--- src/sv/pid_with_deadband_feedforward_unit_assert.svh ---
// Assertion macros for the PID unit.
// Included by the controller and the top level; no other dependencies.
`ifndef PID_WITH_DEADBAND_FEEDFORWARD_UNIT_ASSERT_SVH
`define PID_WITH_DEADBAND_FEEDFORWARD_UNIT_ASSERT_SVH
// implication checked every clock outside reset
`define PID_ASSERT_IMP(label, clk, rst, ante, cons) \
   label: assert property (@(posedge clk) disable iff (rst) (ante) |-> (cons)) \
      else $error("assertion failed");
// next-cycle implication checked outside reset
`define PID_ASSERT_NEXT(label, clk, rst, ante, cons) \
   label: assert property (@(posedge clk) disable iff (rst) (ante) |=> (cons)) \
      else $error("assertion failed");
`endif

--- src/sv/pidff_pkg.sv ---
// Shared types and constants for the PID unit.
// No dependencies.
package pidff_pkg;
   localparam int unsigned QShift = 16;

   typedef enum logic [3:0] {
      CSR_GAIN_P    = 4'd0,
      CSR_GAIN_I    = 4'd1,
      CSR_GAIN_D    = 4'd2,
      CSR_DEAD_BAND = 4'd3
   } csr_index_type;

   // controller to datapath commands
   typedef struct packed {
      logic load;    // latch input beat, compute error
      logic clear;   // zero state
      logic integ;   // update integral
      logic div_start;
      logic div_step;
      logic deriv;   // finish derivative
      logic mul_p;   // load multiplier operands: p, i, d term (low half first)
      logic mul_i;
      logic mul_d;
      logic mul_hi;  // switch multiplier to the high half of the operand
      logic acc;     // add product into sum
      logic finish;  // clamp sum into output
   } cmd_type;

   typedef struct packed {
      logic div_done;
   } status_type;
endpackage

--- src/sv/pidff_ctrl.sv ---
// PID sequencer: one-hot state machine issuing datapath commands.
// Depends on pidff_pkg and the assertion header.
`include "pid_with_deadband_feedforward_unit_assert.svh"
module pidff_ctrl import pidff_pkg::*; (
   input  logic       clock,
   input  logic       reset,
   input  logic       in_valid,
   input  logic       in_command,
   output logic       in_ready,
   output logic       out_valid,
   input  logic       out_ready,
   input  status_type status,
   output cmd_type    cmd
);
   typedef enum logic [11:0] {
      S_IDLE  = 12'b000000000001,
      S_INTEG = 12'b000000000010,
      S_DIV   = 12'b000000000100,
      S_DERIV = 12'b000000001000,
      S_MP    = 12'b000000010000,
      S_MPH   = 12'b000000100000,
      S_MI    = 12'b000001000000,
      S_MIH   = 12'b000010000000,
      S_MD    = 12'b000100000000,
      S_MDH   = 12'b001000000000,
      S_FIN   = 12'b010000000000,
      S_OUT   = 12'b100000000000
   } state_type;

   state_type state_ff, state_in;
   logic      out_valid_ff, out_valid_in;
   logic      accept;

   // a new beat may enter once the previous result is taken or being taken
   assign in_ready = (state_ff == S_IDLE) && (!out_valid_ff || out_ready);
   assign accept = in_valid && in_ready;

   // each gain term takes two multiplier passes: low half, then high half
   always_comb begin
      cmd = '0;
      state_in = state_ff;
      out_valid_in = out_valid_ff && !out_ready;
      unique case (state_ff)
         S_IDLE: if (accept) begin
            if (in_command) begin cmd.clear = 1'b1; out_valid_in = 1'b1; end
            else begin cmd.load = 1'b1; state_in = S_INTEG; end
         end
         S_INTEG: begin cmd.integ = 1'b1; cmd.div_start = 1'b1; state_in = S_DIV; end
         S_DIV: if (status.div_done) state_in = S_DERIV; else cmd.div_step = 1'b1;
         S_DERIV: begin cmd.deriv = 1'b1; cmd.mul_p = 1'b1; state_in = S_MP; end
         S_MP: begin cmd.acc = 1'b1; cmd.mul_hi = 1'b1; state_in = S_MPH; end
         S_MPH: begin cmd.acc = 1'b1; cmd.mul_i = 1'b1; state_in = S_MI; end
         S_MI: begin cmd.acc = 1'b1; cmd.mul_hi = 1'b1; state_in = S_MIH; end
         S_MIH: begin cmd.acc = 1'b1; cmd.mul_d = 1'b1; state_in = S_MD; end
         S_MD: begin cmd.acc = 1'b1; cmd.mul_hi = 1'b1; state_in = S_MDH; end
         S_MDH: begin cmd.acc = 1'b1; state_in = S_FIN; end
         S_FIN: begin cmd.finish = 1'b1; state_in = S_OUT; end
         S_OUT: begin out_valid_in = 1'b1; state_in = S_IDLE; end
         default: state_in = S_IDLE;
      endcase
   end

   always_ff @(posedge clock) begin
      if (reset) begin
         state_ff <= S_IDLE; out_valid_ff <= 1'b0;
      end else begin
         state_ff <= state_in; out_valid_ff <= out_valid_in;
      end
   end

   assign out_valid = out_valid_ff;

   `PID_ASSERT_IMP(a_ready_idle, clock, reset, in_ready, state_ff == S_IDLE)
   `PID_ASSERT_NEXT(a_step_starts, clock, reset, accept && !in_command, state_ff == S_INTEG)
   `PID_ASSERT_NEXT(a_clear_result, clock, reset, accept && in_command, out_valid_ff)
   `PID_ASSERT_IMP(a_one_cmd_mul, clock, reset, 1'b1, $onehot0({cmd.mul_p, cmd.mul_i, cmd.mul_d}))
endmodule

--- config.mk ---
export PLATFORM = sky130hd
export DESIGN_NAME = pidff_ctrl
export DESIGN_NICKNAME = d
export VERILOG_FILES = /design/src/sv/pidff_pkg.sv /design/src/sv/pidff_ctrl.sv
export VERILOG_INCLUDE_DIRS = /design/src /design/src/sv
export SDC_FILE = /design/constraint.sdc
export NUM_CORES = 1
export LEC_CHECK = 0
export BUFFER_PORTS_ARGS = -buffer_cell sky130_fd_sc_hd__buf_4
export CORE_UTILIZATION = 45
export DETAILED_ROUTE_END_ITERATION = 8
export PLACE_DENSITY = 0.68
export SLEW_MARGIN = 10
export SYNTH_ARGS = -nofsm -noshare
export SYNTH_HDL_FRONTEND = slang
export SYNTH_SLANG_ARGS = --single-unit
--- constraint.sdc ---
create_clock -name clock -period 3.9 [get_ports clock]
set_input_delay 0.39 -clock clock [delete_from_list [all_inputs] [get_ports clock]]
set_output_delay 0.39 -clock clock [all_outputs]
set_load 0.02 [all_outputs]
==> flow_metrics.tcl, run 1 <==
set metrics [dict create \
    seq_area_frac_synth 0.339 \
    path_max_fanout 8 \
    cts_buffers 3 \
    die_h_um 43.3 \
    postCtsSetupRepairBufs 0 \
    fin_tns_setup_ns 0 \
    yosysUniqueCellTypes 32 \
    wl_per_cell_um 12.9 \
    gp_congestion 0.742 \
    cpMaxStageDelayCell "nor4_4" \
    fmax_ghz 0.442 \
    diodes 0 \
    antenna_found_initial 0 \
    grt_pass1_vias 617 \
    drv_cap 0 \
    vias 701 \
    postSynthCellCount 88 \
    cts_tree "done" \
    synth_nets 94 \
    critical_path_buf_inv_count 1 \
    num_rows 14 \
    firstDrtPassIters 4 \
    drt-total-wl_um 1590 \
    fin_cells 123 \
    leakagePower_nw 0.379 \
    clock-sinks 13 \
    hold_buffers 0 \
    finalHoldViolCount 0 \
    final_max_slew_viol_count 0 \
    grt_pass1_wl_um 2640 \
    status "complete, no violations" \
    finalSetupViolations 0 \
    worstPathArrival_ns 1.87 \
    clockRootBuffer "clkbuf_4" \
    slew_headroom 0.648 \
    drt_iter0_drc 17 \
    num-fill-cells 148 \
    overflow 0 \
    crit_path_end_kind "output pin" \
    tightest_slew_ns 0.521 \
    hp-class "input pin to register" \
    fin_crit_sh 0.580 \
    post_route_cells_drive_above_1_share 0.271 \
    grt_usage 0.191 \
    clock_latency_ns 0.27 \
    ys_warn_count 0 \
    drc 0 \
    initial_core_util 0.498 \
    seq_area_um2 260 \
    area_growth_pct 20.6 \
    required_ns 3.51 \
    port_buffers 19 \
    coreArea_mm2 0.00154 \
    crit_path_cell_trace "nor4_4, and2_1, nand2_1, nor3_1, buf_4" \
    die_w_um 43.3 \
    startpoint_type "register" \
    cp_top_family "simple AND/OR/NAND/NOR gates" \
    pin_count 20 \
    rsz0062_at_grt "no" \
    placed_cells 119 \
    netlist_area_um2 767 \
    power.density_mw_per_mm2 379 \
    ys_ff_latch 13 \
    htreeDepth 1 \
    cts_resized 0 \
    worstSetupPathType "register to output pin" \
    ir_worst_vdd_v 0.000240 \
    syn-mean-instance-area_um2 8.72 \
    post-dp-hpwl_um 1240 \
    grt_max_degree 9 \
    cpPeakStageDelay_ns 0.43 \
    ant_nets 0 \
    cts.path.max_buffers 2 \
    finClkSkew_ns 0.00298 \
    min_period_ns 2.26 \
    multiInputGateArea_um2 445 \
    final_nets 114 \
    clk_pin_slew_ns 0.08 \
    die_area_mm2 0.00187 \
    viasPerCell 5.70 \
]
-- logic make-up (layout without fill, tap and decap cells) --
family | Yosys count | in the layout | synth area share
simple gates | 49 | 49 | 0.450
buf+inv | 12 | 31 | 0.0799
flops | 13 | 13 | 0.339
compound gates | 11 | 11 | 0.0962
xor+xnor | 3 | 3 | 0.0343
-- metal layers --
| metal | part of all wire | track usage | up-vias |
|---|---|---|---|
| met5 | 0 | 0 | - |
| met1 | 0.50 | 0.250 | 325 |
| met3 | 0.039 | 0.0511 | 2 |
| met2 | 0.45 | 0.290 | 15 |
| met4 | 0.011 | 0.0909 | 0 |
| li1 | - | - | 359 |
-- Yosys cell counts --
| cell type | count | area [µm²] |
|---|---|---|
| nand2_1 | 4 | 15.0 |
| buf_4 | 2 | 15.0 |
| o211ai_1 | 2 | 15.0 |
| nor2_1 | 10 | 37.5 |
| or3_4 | 1 | 11.3 |
| nor4_4 | 3 | 63.8 |
| xnor2_1 | 1 | 8.76 |
| o2111ai_1 | 2 | 17.5 |
| buf_2 | 1 | 5.00 |
| o21bai_1 | 1 | 7.51 |
| nor3b_1 | 2 | 15.0 |
| a21oi_1 | 3 | 15.0 |
| nand2b_1 | 2 | 12.5 |
| nand4_1 | 2 | 12.5 |
| nor4_1 | 2 | 12.5 |
| a41oi_1 | 1 | 8.76 |
| nand3b_1 | 1 | 7.51 |
| nand2_2 | 1 | 6.26 |
| nor4b_1 | 6 | 52.6 |
| inv_1 | 8 | 30.0 |
| nand4b_1 | 2 | 17.5 |
| and2_1 | 1 | 6.26 |
| nor3_1 | 4 | 20.0 |
| o21ai_0 | 2 | 10.0 |
| xor2_1 | 2 | 17.5 |
| nor2b_1 | 1 | 6.26 |
| and2_2 | 1 | 7.51 |
| or3_1 | 1 | 6.26 |
| buf_6 | 1 | 11.3 |
| nor4b_2 | 1 | 15.0 |
| dfxtp_1 | 13 | 260 |
| nand3_1 | 4 | 20.0 |
-- power by group --
group / internal [mW] / switching [mW] / total, mW
sequential: 0.140 / 0.0135 / 0.153
combinational: 0.0506 / 0.0647 / 0.115
clock: 0.0396 / 0.0424 / 0.0820
total: 0.230 / 0.121 / 0.351
-- layout make-up --
type                       instances  area share
multi-input combinational         63       0.482
inverter                           8      0.0325
timing repair buffer              19       0.154
tap                               16      0.0217
clock buffer                       4      0.0284
sequential                        13       0.281
-- cells in the final DEF, fill, tap and decap left out, drive strengths merged --
master,netlist,routed
a21oi,3,3
a41oi,1,1
and2,2,2
buf,4,19
clkbuf,0,4
dfxtp,13,13
inv,8,8
nand2,5,5
nand2b,2,2
nand3,4,4
nand3b,1,1
nand4,2,2
nand4b,2,2
nor2,10,10
nor2b,1,1
nor3,4,4
nor3b,2,2
nor4,5,5
nor4b,7,7
o2111ai,2,2
o211ai,2,2
o21ai,2,2
o21bai,1,1
or3,2,2
xnor2,1,1
xor2,2,2
-- stage by stage --
stage	setup WS (ns)	power (mW)	hold slack, ns	cell area (µm²)	util
3_5_place_dp	1.92	0.271	0.533	898	0.583
3_3_place_gp	1.98	0.271	0.527	898	0.583
5_1_grt	1.47	0.373	0.284	925	0.600
4_1_cts	1.62	0.354	0.288	925	0.600
6_report	1.64	0.351	0.299	925	0.600
2_1_floorplan	1.85	0.242	0.459	767	-
-- path summary, 6_finish.rpt --
kind | start | endpoint | slack [ns] | depth (start not counted)
max | state_ff[5] | cmd[11] | 1.64 | 5
min | reset | out_valid | 0.30 | 2
max reg2reg | state_ff[0] | state_ff[5] | 2.13 | 4
min reg2reg | state_ff[6] | state_ff[7] | 0.55 | 2
-- flip-flops by register name, summed over array words and instances, names as in the netlist --
register / flops
out_valid: 1
state_ff: 12
Power figures use the tool's default switching activity.
==> inputs of run 2 (changes only) <==
--- a/config.mk
+++ b/config.mk
@@ -6,10 +6,11 @@
 export SDC_FILE = /design/constraint.sdc
 export NUM_CORES = 1
 export LEC_CHECK = 0
+export ABC_AREA = 1
 export BUFFER_PORTS_ARGS = -buffer_cell sky130_fd_sc_hd__buf_4
 export CORE_UTILIZATION = 45
 export DETAILED_ROUTE_END_ITERATION = 8
-export PLACE_DENSITY = 0.68
+export PLACE_DENSITY = 0.69
 export SLEW_MARGIN = 10
 export SYNTH_ARGS = -nofsm -noshare
 export SYNTH_HDL_FRONTEND = slang
==> constraint.sdc (replaced) <==
create_clock -name clock -period 1.82 [get_ports clock]
set_input_delay 0.182 -clock clock [delete_from_list [all_inputs] [get_ports clock]]
set_output_delay 0.182 -clock clock [all_outputs]
set_load 0.02 [all_outputs]
==> flow_metrics.tcl, run 2 <==
set metrics [dict create \
    final_nets 162 \
    diodes 0 \
    min_period_ns 1.73 \
    largest_reg_flops 12 \
    yosysUniqueCellTypes 18 \
    post-dp-hpwl_um 1380 \
    viasPerCell 4.54 \
    wl_per_cell_um 10.0 \
    initial_core_util 0.482 \
    ys_ff_latch 13 \
    drt-total-wl_um 1800 \
    layout_commonest_cell "inv_1" \
    pin_count 20 \
    die_area_mm2 0.00205 \
    die_w_um 45.3 \
    drv_cap 0 \
    hold_buffers 0 \
    ys_top_cells_by_area "dfxtp_1 (31%), inv_1 (15%), nand2_1 (12%)" \
    synth_most_common_cell "inv_1" \
    finalSetupViolations 0 \
    finClkSkew_ns 0.00891 \
    ant_nets 0 \
    status "complete, no violations" \
    seq_area_frac_synth 0.309 \
    layout_common_cells "inv_1 (34), nand2_1 (25), buf_4 (21)" \
    multiInputGateArea_um2 449 \
    drc 0 \
    syn-mean-instance-area_um2 6.38 \
    required_ns 1.64 \
    grt_usage 0.184 \
    synthTopCellsByCount "inv_1 (34), nand2_1 (26), nor2_1 (20), dfxtp_1 (13), nand4_1 (8)" \
    area_growth_pct 25.9 \
    seq_area_um2 260 \
    overflow 0 \
    ir_worst_vdd_v 0.000486 \
    grt_pass1_vias 684 \
    clk_pin_slew_ns 0.09 \
    power.density_mw_per_mm2 709 \
    worstPathArrival_ns 1.55 \
    place_area_mm2 0.00100 \
    firstDrtPassIters 4 \
    synth_top_area_cell "dfxtp_1" \
    startpoint_type "register" \
    htreeDepth 1 \
    crit_path_end_kind "output pin" \
    netlist_area_um2 842 \
    top_register "state_ff" \
    leakagePower_nw 0.634 \
    fmax_ghz 0.578 \
    post-route-util 0.607 \
    hp-class "input pin to register" \
    ys_warn_count 0 \
    stdcell_area_mm2 0.00106 \
    synth_ff_type "dfxtp_1" \
    antenna_found_initial 0 \
    gp_congestion 0.842 \
    cpMaxStageDelayCell "dfxtp_1" \
    post_route_cells_drive_above_1_share 0.277 \
    cpPeakStageDelay_ns 0.34 \
    num_rows 15 \
    coreArea_mm2 0.00175 \
    crit_path_cell_trace "nor2_2, nand2_1, nor2_2, nand2_1, nand2_1, nor2_1, nand3_1, buf_4" \
    clock_latency_ns 0.27 \
    fin_tns_setup_ns 0 \
    synth_top_area_frac 0.309 \
    drt_iter0_drc 9 \
    grt_pass1_wl_um 2660 \
    tightest_slew_ns 0.462 \
    cts_buffers 3 \
    port_buffers 19 \
    fin_crit_sh 0.951 \
    async_flop_share 0 \
    cts.path.max_buffers 2 \
    path_max_fanout 4 \
    clockRootBuffer "clkbuf_4" \
    die_h_um 45.3 \
    cts_tree "done" \
    cp_common_cell "nand2_1" \
    synth_edf_count 0 \
    rsz0062_at_grt "no" \
    vias 817 \
    num-fill-cells 182 \
    clock-sinks 13 \
    postSynthCellCount 132 \
    grt_max_degree 11 \
    finalHoldViolCount 0 \
    final_max_slew_viol_count 0 \
    whs_ns 0.0941 \
    slew_headroom 0.692 \
    worstSetupPathType "register to output pin" \
    synth_nets 138 \
]
run 2: cell types whose count changed after synthesis, moves of 3 or more:
cell / previous run / this run
nor2_1: 10 / 20
nor4_4: 3 / 0
nor4b_1: 6 / 0
nand2_1: 4 / 26
inv_1: 8 / 34
nor2_4: 0 / 6
a21oi_1: 3 / 0
nand4_1: 2 / 8
run 2: critical path: cells and delay by family (launching register included):
family	cells	cell delay [ns]
simple gates	7	0.80
buf+inv	1	0.14
flops	1	0.34
run 2: timing repair:
| action | in CTS | in global routing |
|---|---|---|
| endpoints found under the setup margin | 0 | 5 |
| gates resized for setup | 0 | 6 |
| buffers inserted | 0 | 2 |
run 2: final timing paths:
path | cells past startpoint | end | start | slack [ns]
max | 8 | cmd[1] | state_ff[2] | 0.09
min | 2 | out_valid | reset | 0.09
max reg2reg | 9 | state_ff[8] | state_ff[4] | 0.42
min reg2reg | 4 | state_ff[10] | state_ff[9] | 0.66
run 2: cell type report:
cell class,instances,area share
well taps,25,0.0295
multi-input cells,81,0.424
repair buffers,21,0.149
inverters,36,0.128
clock buffers,4,0.0248
flip-flops and latches,13,0.246
run 2: routing by layer:
metal / wire (µm) / vias to the layer above / global-route usage
met4: 13 / 0 / 0.0545
li1: - / 443 / -
met5: 0 / - / 0
met2: 867 / 18 / 0.333
met3: 60 / 2 / 0.0360
met1: 861 / 354 / 0.218
run 2: cell families after synthesis:
logic type | Yosys count | synth area share
AO/OA/AOI/OAI | 4 | 0.0461
buffers and inverters | 38 | 0.178
flip-flops | 13 | 0.309
AND/OR/NAND/NOR | 77 | 0.467
run 2: power breakdown:
part	internal (mW)	switching [mW]	leakage, nW
combinational	0.0983	0.167	0.514
sequential	0.298	0.00916	0.105
clock	0.0848	0.0935	0.0150
run 2: metrics by stage:
step | power [mW] | setup WS, ns | instances
after floorplan | 0.501 | 0.187 | 132
after global placement | 0.572 | 0.411 | 174
after detailed placement | 0.577 | 0.309 | 174
after CTS | 0.754 | 0.00910 | 178
after global routing | 0.800 | 0.00580 | 180
final | 0.752 | 0.0888 | 180
